--- config.mk ---
export PLATFORM = sky130hd
export DESIGN_NAME = rrhc_state
export DESIGN_NICKNAME = d
export VERILOG_FILES = /design/src/sv/rrhc_pkg.sv /design/src/sv/rrhc_state.sv
export SDC_FILE = /design/constraint.sdc
export NUM_CORES = 1
export LEC_CHECK = 0
export ABC_AREA = 0
export BUFFER_PORTS_ARGS = -buffer_cell sky130_fd_sc_hd__buf_2
export CAP_MARGIN = 15
export CORE_ASPECT_RATIO = 0.6
export CORE_MARGIN = 3
export CORE_UTILIZATION = 35
export CTS_CLUSTER_DIAMETER = 120
export CTS_CLUSTER_SIZE = 20
export DETAILED_ROUTE_END_ITERATION = 7
export HOLD_SLACK_MARGIN = 0.1
export PLACE_DENSITY = 0.67
export SLEW_MARGIN = 40
export SYNTH_ARGS = -nofsm -noshare
export SYNTH_HDL_FRONTEND = slang
export SYNTH_SLANG_ARGS = --single-unit
export TNS_END_PERCENT = 50
--- constraint.sdc ---
create_clock -name clk -period 0.89 [get_ports clk]
set_input_delay 0.089 -clock clk [delete_from_list [all_inputs] [get_ports clk]]
set_output_delay 0.089 -clock clk [all_outputs]
set_load 0.005 [all_outputs]
--- src/sv/rrhc_pkg.sv ---
// Package for the receive ring header checker: types, codes, constants.
// Used by every file of the block; depends on nothing.
`default_nettype none

package rrhc_pkg;

    // Ring page size in bytes (64..256, a power of two).
    localparam int unsigned PAGE_BYTES = 256;
    localparam int unsigned PAGE_SHIFT = $clog2(PAGE_BYTES);

    localparam int unsigned PAGE_W = 8;
    localparam int unsigned STOP_W = 9;
    localparam int unsigned LEN_W  = 16;
    localparam int unsigned CFG_INDEX_W = 4;
    localparam int unsigned CFG_DATA_W  = 16;
    // Wide byte arithmetic: address plus length can pass 2**16.
    localparam int unsigned WIDE_W = 18;

    localparam logic [LEN_W-1:0] HDR_BYTES = LEN_W'(4);

    localparam logic [PAGE_W-1:0] RING_START_RESET = PAGE_W'(70);
    localparam logic [STOP_W-1:0] RING_STOP_RESET  = STOP_W'(128);
    localparam logic [LEN_W-1:0]  MIN_LEN_RESET    = LEN_W'(60);
    localparam logic [LEN_W-1:0]  MAX_LEN_RESET    = LEN_W'(1514);

    typedef enum logic [CFG_INDEX_W-1:0] {
        CFG_RING_START = 4'd0,
        CFG_RING_STOP  = 4'd1,
        CFG_MIN_LEN    = 4'd2,
        CFG_MAX_LEN    = 4'd3
    } cfg_index_t;

    typedef enum logic [2:0] {
        VERDICT_EMPTY    = 3'd0,
        VERDICT_DELIVER  = 3'd1,
        VERDICT_BAD_LEN  = 3'd2,
        VERDICT_BAD_NEXT = 3'd3,
        VERDICT_MISMATCH = 3'd4
    } verdict_t;

    typedef struct packed {
        logic [PAGE_W-1:0] ring_start_page;
        logic [STOP_W-1:0] ring_stop_page;
        logic [LEN_W-1:0]  min_payload_len;
        logic [LEN_W-1:0]  max_payload_len;
    } ring_cfg_t;

    typedef struct packed {
        logic [PAGE_W-1:0] write_page;
        logic [PAGE_W-1:0] header_next_page;
        logic [LEN_W-1:0]  header_total_len;
    } header_t;

    typedef struct packed {
        verdict_t          verdict;
        logic [PAGE_W-1:0] new_boundary_page;
        logic [LEN_W-1:0]  payload_addr;
        logic [LEN_W-1:0]  payload_len;
        logic [LEN_W-1:0]  first_part_len;
        logic [LEN_W-1:0]  second_part_addr;
        logic              wraps;
    } check_result_t;

endpackage

`default_nettype wire

--- src/sv/rrhc_state.sv ---
// Ring registers and the boundary page.
// Depends on rrhc_pkg.
`default_nettype none

module rrhc_state
    import rrhc_pkg::*;
(
    input  wire logic                   clk,
    input  wire logic                   rst_n,
    input  wire logic                   cfg_we,
    input  wire logic [CFG_INDEX_W-1:0] cfg_index,
    input  wire logic [CFG_DATA_W-1:0]  cfg_data,
    input  wire logic                   bnd_we,
    input  wire logic [PAGE_W-1:0]      bnd_next,
    output ring_cfg_t                   cfg,
    output logic [PAGE_W-1:0]           boundary
);

    ring_cfg_t         cfg_reg;
    logic [PAGE_W-1:0] boundary_reg;

    always_ff @(posedge clk or negedge rst_n)
    begin
        if (!rst_n)
        begin
            cfg_reg.ring_start_page <= RING_START_RESET;
            cfg_reg.ring_stop_page  <= RING_STOP_RESET;
            cfg_reg.min_payload_len <= MIN_LEN_RESET;
            cfg_reg.max_payload_len <= MAX_LEN_RESET;
            boundary_reg            <= RING_START_RESET;
        end
        else
        begin
            // The user must issue register writes only while idle (not enforced); a write wins over bnd_we.
            if (cfg_we)
            begin
                unique case (cfg_index)
                    CFG_RING_START:
                    begin
                        cfg_reg.ring_start_page <= cfg_data[PAGE_W-1:0];
                        boundary_reg            <= cfg_data[PAGE_W-1:0];
                    end
                    CFG_RING_STOP: cfg_reg.ring_stop_page  <= cfg_data[STOP_W-1:0];
                    CFG_MIN_LEN:   cfg_reg.min_payload_len <= cfg_data[LEN_W-1:0];
                    CFG_MAX_LEN:   cfg_reg.max_payload_len <= cfg_data[LEN_W-1:0];
                    default: ;
                endcase
            end
            else if (bnd_we)
            begin
                boundary_reg <= bnd_next;
            end
        end
    end

    assign cfg      = cfg_reg;
    assign boundary = boundary_reg;

endmodule

`default_nettype wire

### Yosys cells after proc, flatten, opt, wreduce, memory -nomap -nowiden

Index checks and enable logic that the tools add are counted.

* register bits: 57
* input bits: 32
* logic and storage cells: 19

* equal/unequal tests: 4
* mux-type cells: 3
* reduce and logical (&&, ||, !) cells: 7

Operators with widths (count)
* $mux 8: 3
* $reduce_and 2->1: 5
* $eq 4x2->1 const B: 2
* $eq 4x1->1 const B: 1
* $logic_not 4->1: 1
* $ne 2x1->1 const B: 1
* $reduce_bool 2->1: 1

### Depth between registers and ports, before layout

* depth in word-level cells: 3
* depth in mapped cells: 5
* depth with buffers taken out: 3

### Worst setup path after synthesis

Ideal clock, no wire load.

* path type: input to register
* start: input port cfg_index[3]
* end: register cfg_reg, in the netlist cfg[11]
* setup time: 0.125 ns
* arrival time: 0.972 ns
* path slack: -0.207 ns
* stages on the path: 5
* buffers on the path: 2
* path through: nor2_2 > and4_4 > buf_6 > buf_12 > mux2_4

* cells in the longest elaborated chain, start to end: 2

RTL lines
* start: declaration: line rrhc_state.sv:11 `input wire logic [CFG_INDEX_W-1:0] cfg_index,`
* $eq 4x2->1: line rrhc_state.sv:37 `unique case (cfg_index)`
* $reduce_and 2->1 (no line)
* end: declaration: line rrhc_state.sv:19 `ring_cfg_t cfg_reg;`

Every way passes these cells.
A chain may end at the register's enable or synchronous reset.

### Final worst setup path

* start: register cfg_reg, in the netlist cfg[19]
* end: output port cfg[19] in the netlist's numbering

RTL lines
* end: declaration: line rrhc_state.sv:15 `output ring_cfg_t cfg,`

No word-level cell between the ends.

==> parameters.txt <==
Parameter                              Value

Global routing
  Via count of the first global-routing pass ... 1773
  Maximum number of pins on one net before global-route repair ... 29
  First-pass GRT wire length ... 9259 µm
  Overflow after GRT ... 0
  Antenna violations before repair ... 0
  Overall global routing resource usage ... 15.45%

Critical path
  WP data arrival ... 970 ps
  Max Fanout on Critical Path ... 2
  Crit path buffers/inverters ... 1
  R2R depth ... 2
  Setup CP Type ... register to output port
  FF-to-FF setup slack ... -10 ps
  Chain of cells forming the critical path ... buf_6
  Startpoint class of the critical path ... register
  Max stage delay on crit path ... 550 ps
  Nature of the critical path endpoint ... output port
  Worst-path cell with the longest stage delay ... sky130_fd_sc_hd__dfstp_2
  Top cell family by delay on the critical path ... flip-flops
  Number of cells on the critical path ... 1
  Crit path required time ... 800 ps

Yosys
  Area leader, netlist ... sky130_fd_sc_hd__dfrtp_1
  Post-synthesis register bit count ... 57
  Synth cell types ... 18
  Gate Count Post-Synth ... 136
  Cells taking the most area after synthesis ... sky130_fd_sc_hd__dfrtp_1 (42%), sky130_fd_sc_hd__dfstp_2 (20%), sky130_fd_sc_hd__mux2_2 (19%), sky130_fd_sc_hd__mux2_4 (6.5%), sky130_fd_sc_hd__o221a_2 (3.9%)
  Total number of yosys warnings ... 0
  Combined area of all synthesized cells ... 2321 µm²
  Post-synthesis net count ... 168
  Fraction of post-synthesis cell area in the top cell type by area ... 42.05%
  Part of the Yosys area used for sequential elements ... 62.43%
  Syn Area/Cell ... 17.07 µm²

STA
  Post-route worst setup slack ... -170.3 ps
  Setup TNS ... -3977 ps
  Worst slew margin ... 79.34%
  Minimum period implied by the final worst setup slack ... 1060 ps
  Unrepaired setup endpoints after global routing ... true
  Maximum operating frequency ... 0.9432 GHz
  Period utilization ... 119.1%
  Actual slew at the worst max-slew pin ... 309.9 ps
  Number of endpoints failing setup at the final stage ... 64
  Setup clock skew after layout ... 0 ps
  Final Hold Viols ... 0
  Number of max-slew violations in the final report ... 0

Drt
  Via total after detailed routing ... 1641
  Remaining routing DRC violations ... 0
  Routed Wire Length ... 5663 µm
  Number of iterations in the first detailed-routing pass ... 5
  Antenna Nets Post-Route ... 0
  Average vias per placed instance ... 4.546
  WL per Instance ... 15.69 µm
  Number of violations reported at the end of detailed-routing iteration 0 ... 48

Flow run
  Max_cap viols ... 0

Placed design
  Total half-perimeter wirelength after legalization and detailed placement ... 4058 µm
  Port buffer count ... 88
  Dpl cell area ... 2988 µm²
  Cell count after placement ... 319
  GP Congestion ... 0.7695

CTS
  Total clock sinks ... 57
  Deepest clock path buffer count ... 2
  CTS tree ... built
  Root Buffer Master ... sky130_fd_sc_hd__clkbuf_8
  Clock transition at the register clock pins on the worst setup and hold paths after CTS ... 70 ps
  Clk Latency, worst-skew pair ... 320 ps
  Number of buffers added by the clock tree synthesis step ... 9
  Count of H-tree levels built during CTS ... 3

Layout
  Antenna cells ... 0
  Area grow syn2layout ... 49.54%
  Post-route cell area ... 3471 µm²
  Non-filler instance count after layout ... 361
  Max reg flops ... 49
  Share of final-layout standard cells stronger than drive strength 1 ... 75.09%
  Net count reported at finish ... 304

Floorplan
  Placeable core region ... 6276 µm²
  Row Count ... 22
  DIE WIDTH ... 111.1 µm
  Vertical die dimension ... 69.08 µm
  Die Outline Area ... 7676 µm²
  Initial Utilization ... 36.98%
  # IOs ... 89

Power
  Power share of the combinational group ... 23.8%
  VDD IR max ... 0.9786 mV
  Final total power ... 7627 µW
  Leakage Power ... 0.001654 µW
  Int Pwr ... 5706 µW
  Fraction of power consumed by the clock network ... 28.8%
  Net Switching ... 1921 µW
  Power density over the cells ... 2198 nW/µm²
  Flop pwr share ... 47.4%
  Switching share of total power ... 25.19%

Min path
  Hold Crit Depth ... 3
  Hold/Removal Path Class ... input port to register

Outcome
  Failing checks ... negative setup slack
  Run status ... finished, violations left
[logic make-up after synthesis]
family                 Yosys count  share of synthesized area (%)
flip-flops                      57                          62.43
AND/OR/NAND/NOR                 16                          5.284
AO/OA/AOI/OAI                    9                          4.259
multiplexers                    49                          25.39
buffers and inverters            5                          2.642
[per-layer routing]
layer  up-vias  GRT usage (%)  part of all wire [%]
met5         -              0                     0
met4         0          5.533                   1.0
met3         7          5.000                   5.7
met2        55          22.98                    46
met1       808          21.25                    47
li1        771              -                     -
[final timing paths]
kind / startpoint / end
max in group asynchronous: rst_n / cfg[43]
hold / removal: bnd_next[0] / boundary[0]
hold reg to reg: cfg[26] / cfg[26]
setup reg to reg: cfg[32] / cfg[32]
min in group asynchronous: rst_n / cfg[45]
setup / recovery: cfg[19] / cfg[19]
[power by group through the flow]
stage / logic (µW) / clock network (µW) / registers [µW]
final: 1810 / 2200 / 3620
after floorplan: 640 / 0 / 3660
after global routing: 1970 / 2380 / 3700
after CTS: 1780 / 2270 / 3610
after global placement: 1560 / 0 / 3620
after detailed placement: 1590 / 0 / 3630
[cells in the mapped netlist]
library cell / instances
sky130_fd_sc_hd__mux2_2: 39
sky130_fd_sc_hd__and3_2: 1
sky130_fd_sc_hd__dfstp_2: 18
sky130_fd_sc_hd__buf_12: 1
sky130_fd_sc_hd__nand3_2: 1
sky130_fd_sc_hd__a21o_2: 1
sky130_fd_sc_hd__and4_4: 1
sky130_fd_sc_hd__buf_6: 3
sky130_fd_sc_hd__mux2_4: 10
sky130_fd_sc_hd__nor3_4: 1
sky130_fd_sc_hd__nand2b_1: 8
sky130_fd_sc_hd__dfrtp_1: 39
sky130_fd_sc_hd__and2b_2: 1
sky130_fd_sc_hd__nor2b_1: 1
sky130_fd_sc_hd__nor2_2: 1
sky130_fd_sc_hd__buf_4: 1
sky130_fd_sc_hd__nand2_2: 1
sky130_fd_sc_hd__o221a_2: 8
[stage by stage]
| step | setup WS, ps | hold WS [ps] | util (%) |
|---|---|---|---|
| global placement | -308.6 | -6.537 | 47.61 |
| finish | -170.3 | 122.2 | 55.30 |
| global route | -210.2 | 127.1 | 55.30 |
| floorplan | -162.6 | -206.6 | - |
| detailed placement | -345.0 | -7.406 | 47.61 |
| CTS | -183.2 | 106.3 | 54.70 |
[area by class of cell]
class | instances | area (µm²)
Tap cell | 84 | 105.1
Fill cell | 527 | 2805
Multi-Input combinational cell | 74 | 823.3
Clock buffer | 13 | 168.9
Clock inverter | 3 | 15.01
Sequential cell | 57 | 1449
Timing Repair Buffer | 130 | 909.6
[layout by cell type, fill, tap and decap left out, types with 9 or more instances in the layout]
cell type and count:
sky130_fd_sc_hd__dlygate4sd3_1 20, sky130_fd_sc_hd__buf_2 80, sky130_fd_sc_hd__buf_4 17, sky130_fd_sc_hd__dfstp_2 18, sky130_fd_sc_hd__mux2_2 38, sky130_fd_sc_hd__buf_6 9
sky130_fd_sc_hd__mux2_4 11, sky130_fd_sc_hd__dfrtp_1 39, sky130_fd_sc_hd__clkbuf_8 12
[timing repair]
item,CTS,global route
buffers inserted,4,2
endpoints found under the hold margin,94,0
gates resized for setup,5,4
endpoints found under the setup margin,57,67
hold buffers,20,0
No activity file was read; power rests on OpenSTA's default activity.
