==> src/sv/rrhc_pkg.sv <==
// Package for the receive ring header checker: types, codes, constants.
// Used by every file of the block; depends on nothing.
`default_nettype none

package rrhc_pkg;

    // Ring page size in bytes (64..256, a power of two).
    localparam int unsigned PAGE_BYTES = 256;
    localparam int unsigned PAGE_SHIFT = $clog2(PAGE_BYTES);

    localparam int unsigned PAGE_W = 8;
    localparam int unsigned STOP_W = 9;
    localparam int unsigned LEN_W  = 16;
    localparam int unsigned CFG_INDEX_W = 4;
    localparam int unsigned CFG_DATA_W  = 16;
    // Wide byte arithmetic: address plus length can pass 2**16.
    localparam int unsigned WIDE_W = 18;

    localparam logic [LEN_W-1:0] HDR_BYTES = LEN_W'(4);

    localparam logic [PAGE_W-1:0] RING_START_RESET = PAGE_W'(70);
    localparam logic [STOP_W-1:0] RING_STOP_RESET  = STOP_W'(128);
    localparam logic [LEN_W-1:0]  MIN_LEN_RESET    = LEN_W'(60);
    localparam logic [LEN_W-1:0]  MAX_LEN_RESET    = LEN_W'(1514);

    typedef enum logic [CFG_INDEX_W-1:0] {
        CFG_RING_START = 4'd0,
        CFG_RING_STOP  = 4'd1,
        CFG_MIN_LEN    = 4'd2,
        CFG_MAX_LEN    = 4'd3
    } cfg_index_t;

    typedef enum logic [2:0] {
        VERDICT_EMPTY    = 3'd0,
        VERDICT_DELIVER  = 3'd1,
        VERDICT_BAD_LEN  = 3'd2,
        VERDICT_BAD_NEXT = 3'd3,
        VERDICT_MISMATCH = 3'd4
    } verdict_t;

    typedef struct packed {
        logic [PAGE_W-1:0] ring_start_page;
        logic [STOP_W-1:0] ring_stop_page;
        logic [LEN_W-1:0]  min_payload_len;
        logic [LEN_W-1:0]  max_payload_len;
    } ring_cfg_t;

    typedef struct packed {
        logic [PAGE_W-1:0] write_page;
        logic [PAGE_W-1:0] header_next_page;
        logic [LEN_W-1:0]  header_total_len;
    } header_t;

    typedef struct packed {
        verdict_t          verdict;
        logic [PAGE_W-1:0] new_boundary_page;
        logic [LEN_W-1:0]  payload_addr;
        logic [LEN_W-1:0]  payload_len;
        logic [LEN_W-1:0]  first_part_len;
        logic [LEN_W-1:0]  second_part_addr;
        logic              wraps;
    } check_result_t;

endpackage

`default_nettype wire

==> src/sv/rrhc_check.sv <==
// Single-pass header check: verdict, next boundary and payload segments.
// Depends on rrhc_pkg.
`default_nettype none

module rrhc_check
    import rrhc_pkg::*;
(
    input  wire ring_cfg_t         cfg,
    input  wire logic [PAGE_W-1:0] boundary,
    input  wire header_t           hdr,
    output check_result_t          res
);

    logic              next_in_ring;
    logic [PAGE_W-1:0] page_dist;
    logic [WIDE_W-1:0] pages_needed;
    logic              dist_ok;
    logic [LEN_W-1:0]  plen;
    logic              bad_len;
    logic [WIDE_W-1:0] addr_w;
    logic [WIDE_W-1:0] end_w;
    logic [WIDE_W-1:0] tail_w;
    logic              fits;

    always_comb
    begin
        next_in_ring = (hdr.header_next_page >= cfg.ring_start_page) &&
                       ({1'b0, hdr.header_next_page} < cfg.ring_stop_page);

        // Page distance, mod 256, wrapping through the ring end.
        if (boundary <= hdr.header_next_page)
            page_dist = hdr.header_next_page - boundary;
        else
            page_dist = cfg.ring_stop_page[PAGE_W-1:0] - cfg.ring_start_page
                        + hdr.header_next_page - boundary;

        // Both sides are whole pages, so compare in pages.
        pages_needed = (WIDE_W'(hdr.header_total_len) + WIDE_W'(HDR_BYTES)
                        + WIDE_W'(PAGE_BYTES - 1)) >> PAGE_SHIFT;
        dist_ok = (WIDE_W'(page_dist) == pages_needed);

        plen    = hdr.header_total_len - HDR_BYTES;
        bad_len = (hdr.header_total_len < HDR_BYTES) ||
                  (plen < cfg.min_payload_len) || (plen > cfg.max_payload_len);

        addr_w = (WIDE_W'(boundary) << PAGE_SHIFT) + WIDE_W'(HDR_BYTES);
        end_w  = WIDE_W'(cfg.ring_stop_page) << PAGE_SHIFT;
        tail_w = addr_w + WIDE_W'(plen);
        fits   = (tail_w <= end_w);

        res.verdict           = VERDICT_EMPTY;
        res.new_boundary_page = boundary;
        res.payload_addr      = '0;
        res.payload_len       = '0;
        res.first_part_len    = '0;
        res.second_part_addr  = '0;
        res.wraps             = 1'b0;

        priority if (boundary == hdr.write_page)
        begin
            res.verdict = VERDICT_EMPTY;
        end
        else if (!next_in_ring)
        begin
            res.verdict           = VERDICT_BAD_NEXT;
            res.new_boundary_page = hdr.write_page;
        end
        else if (!dist_ok)
        begin
            res.verdict           = VERDICT_MISMATCH;
            res.new_boundary_page = hdr.write_page;
        end
        else if (bad_len)
        begin
            res.verdict           = VERDICT_BAD_LEN;
            res.new_boundary_page = hdr.header_next_page;
        end
        else
        begin
            res.verdict           = VERDICT_DELIVER;
            res.new_boundary_page = hdr.header_next_page;
            res.payload_addr      = addr_w[LEN_W-1:0];
            res.payload_len       = plen;
            if (fits)
            begin
                res.first_part_len = plen;
            end
            else
            begin
                // Boundary already past ring end: nothing before the wrap.
                res.first_part_len   = (addr_w >= end_w) ? '0 : LEN_W'(end_w - addr_w);
                res.second_part_addr =
                    LEN_W'(WIDE_W'(cfg.ring_start_page) << PAGE_SHIFT);
                res.wraps            = 1'b1;
            end
        end
    end

endmodule

`default_nettype wire

==> config.mk <==
export PLATFORM = sky130hd
export DESIGN_NAME = rrhc_check
export DESIGN_NICKNAME = d
export VERILOG_FILES = /design/src/sv/rrhc_pkg.sv /design/src/sv/rrhc_check.sv
export SDC_FILE = /design/constraint.sdc
export NUM_CORES = 1
export LEC_CHECK = 0
export BUFFER_PORTS_ARGS = -buffer_cell sky130_fd_sc_hd__buf_4
export CAP_MARGIN = 20
export CORE_ASPECT_RATIO = 0.75
export CORE_MARGIN = 2
export CORE_UTILIZATION = 30
export DETAILED_ROUTE_END_ITERATION = 6
export PLACE_DENSITY = 0.65
export SLEW_MARGIN = 20
export SYNTH_ARGS = -nofsm -noshare
export SYNTH_HDL_FRONTEND = slang
export SYNTH_SLANG_ARGS = --single-unit
==> constraint.sdc <==
create_clock -name vclk -period 4.8
set_clock_uncertainty 0.05 [all_clocks]
set_input_delay 0.48 -clock vclk [all_inputs]
set_output_delay 0.48 -clock vclk [all_outputs]
set_load 0.03 [all_outputs]
Yosys cells after proc, flatten, opt, wreduce, memory -nomap -nowiden
Cells that the tools add are included.
{ "word_totals": {"ff_bits": 0, "latchBits": 0, "ram_bits": 0, "mem_bits_ro": 0, "in_bits": 89, "output_inout_bits": 76, "word_cells": 35, "n_memories": 0} }
{ "op_classes": {"add_sub_neg": 10, "multipliers": 0, "div": 0, "magnitude_cmp": 8, "eq_ne": 2, "shift": 0, "mux": 12, "n_bitwise": 0, "n_reduce_logical": 3} }
{ "op_table": {"columns": ["op", "n"], "rows": [
  ["2-to-1 mux 65 bit", 3],
  ["2-to-1 mux 73 bit", 1],
  ["adder 16 x 3 -> 17 bit, second input constant", 2],
  ["2-to-1 mux 16 bit", 2],
  ["subtractor 8 bit", 3],
  ["2-to-1 mux 11 bit", 2],
  ["adder 17 x 16 -> 18 bit", 1],
  ["adder 17 x 8 -> 18 bit, second input constant", 1],
  ["<= comparator 18 x 17 -> 1 bit", 1],
  ["greater-or-equal comparator 17 bit", 1],
  ["2-to-1 mux 17 bit", 1],
  ["greater-than comparator 16 bit", 1],
  ["less-than comparator 16 bit", 1],
  ["less-than comparator 16 x 3 -> 1 bit, second input constant", 1],
  ["subtractor 16 bit", 1],
  ["subtractor 16 x 3 -> 16 bit, second input constant", 1],
  ["== test 8 x 10 -> 1 bit", 1],
  ["2-to-1 mux 10 bit", 1],
  ["less-than comparator 8 x 9 -> 1 bit", 1],
  ["adder 8 bit", 1],
  ["== test 8 bit", 1],
  ["greater-or-equal comparator 8 bit", 1],
  ["<= comparator 8 bit", 1],
  ["2-to-1 mux 8 bit", 1],
  ["other kinds (3)", 4]
]} }

Logic depth before layout (Yosys ltp)
Gate-level depths: netlist (run 1).
{ "logic_depth": {"ltp_word": 8, "ltp_mapped": 19} }

Least setup slack after synthesis (run 1)
OpenSTA, ideal clock, no wires.
{ "synth_path": {"kind": "input to output", "startpoint": "input port hdr[6] (netlist bit)", "endpoint": "output port res[19] (netlist bit)", "t_arrival_ps": 4630, "path_slack_ps": -360, "cell_stages": 16, "path_cell_list": "nor4_1 nand2_1 or4_1 xnor2_1 ha_1 a21o_1 a31oi_1 o21ai_0 nor2_1 xnor2_1 ha_1 o21ai_0 a21oi_1 o31ai_1 nor2_1 a211oi_1"} }
{ "synth_rtl": {"columns": ["element", "line", "rtl"], "rows": [
  ["start: declaration", "rrhc_check.sv:10", "input wire header_t hdr,"],
  ["end: declaration", "rrhc_check.sv:11", "output check_result_t res"]
]} }

==> results of run 1 <==
==> critical path, cell delays in order <==
cell	delay, ps
buf_8	100
fa_1	550
inv_2	40
fa_1	490
inv_2	50
ha_4	150
fa_2	340
a21o_1	180
a21oi_2	190
nand4b_1	150
a31oi_2	120
a21oi_2	140
xnor2_1	130
nand4_1	140
or4_4	670
buf_12	220
a211oi_4	210
buf_6	160
==> timing repair <==
action,in CTS,in global routing
resized for setup,70,71
setup endpoints to repair,58,59
endpoints found under the hold margin,0,0
pin swaps,27,12
buffers inserted,4,3
cloned,3,2
==> cell type report <==
type,instances,area share
Tap cell,205,0.0333
Multi-Input combinational cell,543,0.628
Inverter,85,0.0424
Timing Repair Buffer,259,0.297
==> per-stage QoR <==
stage / std cells / area [µm²] / total power, µW
2_1_floorplan: 666 / 5020 / 650
3_3_place_gp: 1081 / 6930 / 985
3_5_place_dp: 1081 / 6930 / 995
4_1_cts: 1088 / 7310 / 1050
5_1_grt: 1092 / 7700 / 1220
6_report: 1092 / 7700 / 1110
==> report_power, final <==
part           switching (µW)  internal, µW  total [µW]  leakage, µW
combinational             608           503        1110      0.00375
sequential                  0             0           0            0
clock                       0             0           0            0
==> cell usage in the layout (no fill, tap or decap), types with 15 or more instances in the layout <==
cell type / synthesis / routed
a21o_1: 20 / 20
buf_4: 18 / 198
ha_1: 99 / 97
conb_1: 1 / 15
xor2_1: 27 / 25
nand2_1: 36 / 36
xnor2_1: 39 / 37
o21ai_0: 25 / 19
buf_6: 2 / 50
a21oi_1: 43 / 29
nor2_1: 54 / 38
inv_1: 85 / 80
fa_1: 16 / 15
==> final timing paths <==
check                  to     from
hold / removal    res[10]  cfg[42]
setup / recovery  res[22]  cfg[32]
==> layer usage <==
metal  GRT usage  vias to the layer above  share of wire
met4      0.0273                        0          0.015
met5           0                        -              0
met1       0.317                     2521           0.50
met3      0.0289                       19          0.058
li1            -                     2719              -
met2       0.323                      148           0.43
==> kinds of logic (layout without fill, tap and decap cells) <==
logic type	after synthesis	in the layout	share of synthesized area
fa+ha+maj	115	115	0.334
buf+inv	123	344	0.118
simple gates	190	190	0.202
compound gates	155	155	0.216
mux	2	2	0.00429
other cells	1	15	0.000804
xor+xnor	66	66	0.124
==> synth_stat cells, types with 2 or more instances <==
cell | n | share of area
a211o_1 | 2 | 0.0038
nor2_1 | 54 | 0.043
nand3b_1 | 2 | 0.0032
a21oi_1 | 43 | 0.046
clkbuf_1 | 10 | 0.0080
nor3b_1 | 3 | 0.0048
o21ai_0 | 25 | 0.027
o21a_1 | 9 | 0.014
o31ai_1 | 11 | 0.018
o211a_1 | 4 | 0.0086
ha_1 | 99 | 0.27
buf_6 | 2 | 0.0048
a211oi_1 | 7 | 0.011
o22ai_1 | 2 | 0.0027
nor3_1 | 24 | 0.026
o21bai_1 | 5 | 0.0080
buf_2 | 6 | 0.0064
mux2i_1 | 2 | 0.0043
nand2_1 | 36 | 0.029
or3_1 | 9 | 0.012
fa_1 | 16 | 0.069
buf_4 | 18 | 0.029
nor2b_1 | 15 | 0.020
or4_1 | 3 | 0.0048
nand4_1 | 13 | 0.017
xor2_1 | 27 | 0.051
a21o_1 | 20 | 0.032
nand2b_1 | 4 | 0.0054
nand3_1 | 15 | 0.016
a31oi_1 | 14 | 0.019
xnor2_1 | 39 | 0.073
inv_1 | 85 | 0.068
nor4_1 | 5 | 0.0067
==> metrics.txt, run 1 <==
Worst Tran Pin Value approximately 730 ps; Slew HR 0.509; DIE AREA between 15000 and 20000 µm²; largest net degree at the start of global routing 20; Hold WS approximately 1300 ps; Seq cells 0; drt drc 0; Seq/Total Area, Yosys 0; Mapped Cells about 650; ANT nets after route 0; die width between 100 and 150 µm; GPL Wtd Cong roughly 0.92; GRT overflow 0; CP endpoint kind primary output; diode count 0; outcome finished with violations; setup total negative slack -8670 ps; Die Ht about 110 µm; WL per Instance about 16 µm; wire length after detailed routing 18.0 mm; violated checks setup timing; DPL Wire Length 15.1 mm; FF+latch area 0 µm²; # hold bufs at CTS 0; syn avg cell area ~7.2 µm²; Synth Cell Area 4670 µm²; antenna violations before repair 0; setup ws final -257 ps; vias per std cell 4.95; port bufs 150; area grow syn2layout 65.0%; Place WS -335 ps; GRT Resource Usage Total 0.209; vias around 5400; Critical Path RT ~4300 ps; Arrival @ worst endpoint around 4500 ps; Static Leak 0.00375 µW; layout clock buffer count 0; Site Rows 39; area of the multi-input gates just under 5000 µm²; Max Transition Viols Final 0; initial core utilization 0.307; hold-critical path depth 4; critical path startpoint category input pin; Fmax achieved a little under 0.2 GHz; library cells used by synthesis between 50 and 60; DRT iter0 DRCs approximately 310; YS warnings 0; final hold viol count 0; fillers ~1500; critical-path maximum fanout 8; Max Cap Viol 0; Tcrit/Tclk final 1.05; number of global-route vias before repair between 5000 and 6000; I/O Pins ~170; final core utilization 0.506; hold crit path type input pin to primary output; global-route wire length before repair approximately 28 mm; final setup vio count 52; VDD IR max a little under 80 µV; RSZ-0062 raised after global routing true; PwrDens ~140 nW/µm²; total core area 15200 µm²; nets 1093; Period minus WS final between 5000 and 6000 ps; kind of critical path input pin to primary output; router iterations before antenna repair 4; share of cells above drive strength 1 0.402
Power figures use the tool's default switching activity.
==> run 2, diff against run 1 <==
PLACE_DENSITY = 0.63   (was 0.65)
clock period = 4.9 ns   (was 4.8 ns; I/O delays follow)
==> run 2 against run 1 <==
Net effect: the flow still finishes with violations (setup timing); via count increased by 6.1%; critical path depth increased by 1; final area increased by 5.7%; core utilization increased by 2.9 points; flip-flop and latch count unchanged; count of clock-buffer cells in the layout unchanged; die area unchanged.
==> metrics.txt, run 2 (same netlist as run 1, synthesis figures left out) <==
outcome finished with violations; violated checks setup timing; final setup vio count between 50 and 60; WL per Instance between 15 and 20 µm; placed cells 1089; Fmax achieved 0.191 GHz; I/O Pins 165; Tcrit/Tclk final 1.07; DPL Wire Length around 15 mm; layout clock buffer count 0; port bufs 150; GRT overflow 0; Place WS -467 ps; RSZ-0062 raised after global routing true; drt drc 0; Slew HR 0.503; Period minus WS final around 5200 ps; number of global-route vias before repair ~5300; hold wc startpoint hdr[2]; most common cell after layout, fill and taps aside buf_4; VDD IR max a little over 90 µV; ANT nets after route 0; top sig layer met4; GRT Resource Usage Total 0.220; GPL Wtd Cong 0.932; final hold viol count 0; CP most frequent cell buf_6; antenna violations before repair 0; Static Leak 0.00398 µW; nets ~1100; share of cells above drive strength 1 0.436; crit-path cells buf_8, nor4_4, buf_4, nand2_2, or4_4, buf_6, xnor2_4, buf_6, ha_4, nand4_1, nor4_2, buf_4, o22ai_4, a21oi_2, o211ai_1, or4_4, clkbuf_16, a21oi_2, buf_6; largest net degree at the start of global routing 20; vias approximately 5700; die width roughly 150 µm; Worst Tran Pin Value 744 ps; Placed Area between 6000 and 7000 µm²; hold crit path type input pin to primary output; Max Cap Viol 0; router iterations before antenna repair 4; met3 wire len ~1.6 mm; critical path launch point hdr[6]; area grow syn2layout 74.5%; critical path startpoint category input pin; FF+latch area 0 µm²; WL met1 between 9 and 10 mm; diode count 0; DIE AREA approximately 17000 µm²; vias per std cell around 5.1; crit path buf inv count 7; kind of critical path input pin to primary output; final cell count without fillers around 1100; Die Ht around 110 µm; Crit path largest cell delay ~730 ps; setup ws final -333 ps; commonest non-fill, non-tap cells in the layout buf_4 (205), ha_1 (95), inv_1 (82); Site Rows 39; CP top delay family simple AND/OR/NAND/NOR gates; total core area 15200 µm²; critical-path maximum fanout 5; slowest CP cell or4_4; DRT iter0 DRCs slightly below 400; initial core utilization 0.307; Arrival @ worst endpoint about 4700 ps; wire length on met2 just over 9 mm; Seq cells 0; CP endpoint kind primary output; wire length after detailed routing a little over 20 mm; PwrDens between 150 and 200 nW/µm²; Max Transition Viols Final 0; global-route wire length before repair between 20 and 30 mm; Critical Path RT around 4400 ps; final instance area 8140 µm²; Overall Power around 1300 µW
## run 2: cell type report
cell class,instances,area [µm²]
Inverter,85,327
Fill cell,1384,7080
Timing Repair Buffer,286,2590
Multi-Input combinational cell,544,4970
Tap cell,205,256
## run 2: timing repair
| action | CTS | global route |
|---|---|---|
| setup buffers | 12 | 13 |
| hold buffers | 0 | 0 |
| endpoints found under the setup margin | 58 | 60 |
| pin swaps | 32 | 46 |
| gates resized for setup | 91 | 135 |
| gates cloned | 5 | 6 |
## run 2: report_power, final
| part | switching (µW) | internal (µW) | total, µW |
|---|---|---|---|
| logic | 671 | 582 | 1250 |
| registers | 0 | 0 | 0 |
| clock network | 0 | 0 | 0 |
## run 2: stage by stage
| step | utilization | hold WS, ps | setup TNS (ps) |
|---|---|---|---|
| 3_5_place_dp | 0.446 | 1340 | -20670 |
| 3_3_place_gp | 0.446 | 1340 | -18150 |
| 6_report | 0.535 | 1330 | -12440 |
| 5_1_grt | 0.535 | 1350 | -22380 |
| 2_1_floorplan | - | 1040 | -2360 |
| 4_1_cts | 0.485 | 1340 | -5810 |
## run 2: worst paths after layout
path / end / cells after the start / slack [ps]
max: res[31] / 19 / -330
min: res[35] / 4 / 1330
## run 2: routing by layer
layer  global-route usage  vias to the layer above
li1                     -                     2786
met1                0.328                     2714
met2                0.345                      210
met3               0.0329                       29
met4               0.0279                        0
met5                    0                        -
==> run 3, diff against run 2 <==
ABC_AREA = 1   (was not set)
CORE_UTILIZATION = 40   (was 30)
PLACE_DENSITY = 0.77   (was 0.63)
clock period = 4.72 ns   (was 4.9 ns; I/O delays follow)
==> run 3 against run 2 <==
Net effect: non-clock buffer count is 73 lower; hold slack worse by 44 ps; final area fell by 6.7%; final cell count up 14%; sequential share of layout area is the same; critical path depth increased by 9; die area is 13% lower; via count up 15%; critical endpoint is now res[23]; setup slack improved by 470 ps; flip-flop and latch count stayed put; the run now ends clean; core utilization grew 4.5 points; global-route usage rose by 2.2 points.
==> metrics.txt, run 3 <==
setup ws final around 140 ps; CP endpoint kind primary output; Max Transition Viols Final 0; Synth top cells by count nand2_1 (239), inv_1 (167), ha_1 (99); Worst Tran Pin Value approximately 750 ps; Die Ht roughly 100 µm; initial core utilization 0.412; Critical Path RT about 4200 ps; number of global-route vias before repair between 5000 and 6000; logic gate share of total power 1.000; vias 6623; final instance area 7600 µm²; Place WS -228 ps; library cells used by synthesis between 40 and 50; antenna violations before repair 0; outcome complete, no violations; FF+latch area 0 µm²; ANT nets after route 0; # hold bufs at CTS 0; vias per std cell approximately 5.2; Arrival @ worst endpoint between 4000 and 5000 ps; most frequent cell after synthesis nand2_1; clock power share 0; GPL Wtd Cong 0.965; DPL Wire Length 16.0 mm; RSZ-0062 raised after global routing true; Slew HR 0.489; Period minus WS final approximately 4600 ps; Seq/Total Area, Yosys 0; die width 138 µm; GRT overflow 0; area grow syn2layout 40.7%; Overall Power ~1100 µW; Max Cap Viol 0; drt drc 0; VDD IR max slightly above 60 µV; hold crit path type input pin to primary output; largest cells by area after synthesis ha_1 (23%), nand2_1 (17%), inv_1 (12%), nand3_1 (6.4%), fa_1 (5.9%); wire length after detailed routing slightly below 20 mm; Mapped Cells between 900 and 1000; layout clock buffer count 0; Switching Share 0.607; Pint roughly 420 µW; DIE AREA approximately 14000 µm²; share of cells above drive strength 1 0.297; PwrDens 140 nW/µm²; critical-path maximum fanout 6; critical path startpoint category input pin; Site Rows 36; Placed Area around 7000 µm²; Fmax achieved about 0.22 GHz; router iterations before antenna repair 4; global-route wire length before repair ~30 mm; Synth Cell Area between 5000 and 6000 µm²; sequential power share 0; final setup vio count 0; nets about 1300; GRT Resource Usage Total 0.242; fillers about 1200; I/O Pins approximately 170; kind of critical path input pin to primary output; Static Leak roughly 0.0043 µW; total core area 13100 µm²; DRT iter0 DRCs between 400 and 500; post-synth top area share 0.229; NetSw 647 µW; Seq cells 0; final hold viol count 0; Tcrit/Tclk final 0.971; WL per Instance approximately 15 µm; syn avg cell area between 5 and 6 µm²; diode count 0; port bufs 150; commonest non-fill, non-tap cells in the layout nand2_1 (221), buf_4 (188), inv_1 (157); YS warnings 0; largest net degree at the start of global routing 25; Synth area leader ha_1; most common cell after layout, fill and taps aside nand2_1
-- run 3: cell families (layout without fill, tap and decap cells) --
logic type | Yosys count | count (layout) | synth area share
AO/OA/AOI/OAI | 102 | 102 | 0.110
XOR/XNOR | 30 | 30 | 0.0514
buffers and inverters | 205 | 389 | 0.163
AND/OR/NAND/NOR | 456 | 457 | 0.386
other | 1 | 15 | 0.000694
adder cells (fa/ha/maj) | 115 | 115 | 0.289
-- run 3: cell type report --
type	count	area, µm²	area share
inverters	176	678	0.0892
multi-input cells	719	4960	0.652
well taps	171	214	0.0282
repair buffers	213	1750	0.230
-- run 3: critical path, stage by stage --
cell	delay [ps]
buf_8	110
inv_6	50
buf_6	90
nand3_4	80
nor2_4	120
buf_4	130
nand3_1	70
nand2_1	110
nand2_2	90
ha_4	290
nand2_1	70
nor3_2	170
a21boi_2	90
o21ai_2	240
buf_4	160
xor2_1	70
ha_1	280
nand2_1	60
o21ai_1	200
nand2_2	70
o211ai_1	100
a31oi_1	60
inv_1	100
nand2_4	90
buf_6	130
nor3_4	320
nor2_1	80
buf_4	170
-- run 3: power by group through the flow --
| stage | sequential, µW | clock, µW | combinational (µW) |
|---|---|---|---|
| final | 0 | 0 | 1070 |
| after global routing | 0 | 0 | 1180 |
| after CTS | 0 | 0 | 962 |
| after detailed placement | 0 | 0 | 948 |
| after global placement | 0 | 0 | 934 |
| after floorplan | 0 | 0 | 650 |
-- run 3: layer usage --
layer | global-route usage | wire (µm) | vias up | share of wire
met5 | 0 | 0 | - | 0
met4 | 0.0182 | 121 | 0 | 0.0063
met3 | 0.0137 | 1520 | 10 | 0.079
met2 | 0.389 | 8790 | 274 | 0.45
met1 | 0.370 | 8910 | 3014 | 0.46
li1 | - | - | 3325 | -
-- run 3: path summary, 6_finish.rpt --
path | start | endpoint | slack (ps) | depth (start not counted)
min | cfg[41] | res[9] | 1280 | 4
max | hdr[3] | res[23] | 140 | 28
-- run 3: stage by stage --
step | utilization | setup TNS, ps | hold slack [ps] | cells
3_5_place_dp | 0.534 | -3500 | 1290 | 1270
4_1_cts | 0.536 | 0 | 1290 | 1270
6_report | 0.580 | 0 | 1280 | 1279
2_1_floorplan | - | 0 | 958 | 923
3_3_place_gp | 0.534 | -1760 | 1290 | 1270
5_1_grt | 0.580 | -2350 | 1310 | 1279
-- run 3: repair_timing --
| item | CTS | global route |
|---|---|---|
| buffers inserted | 0 | 7 |
| endpoints found under the setup margin | 24 | 59 |
| pin swaps | 0 | 45 |
| gates cloned | 0 | 3 |
| resized for setup | 8 | 115 |
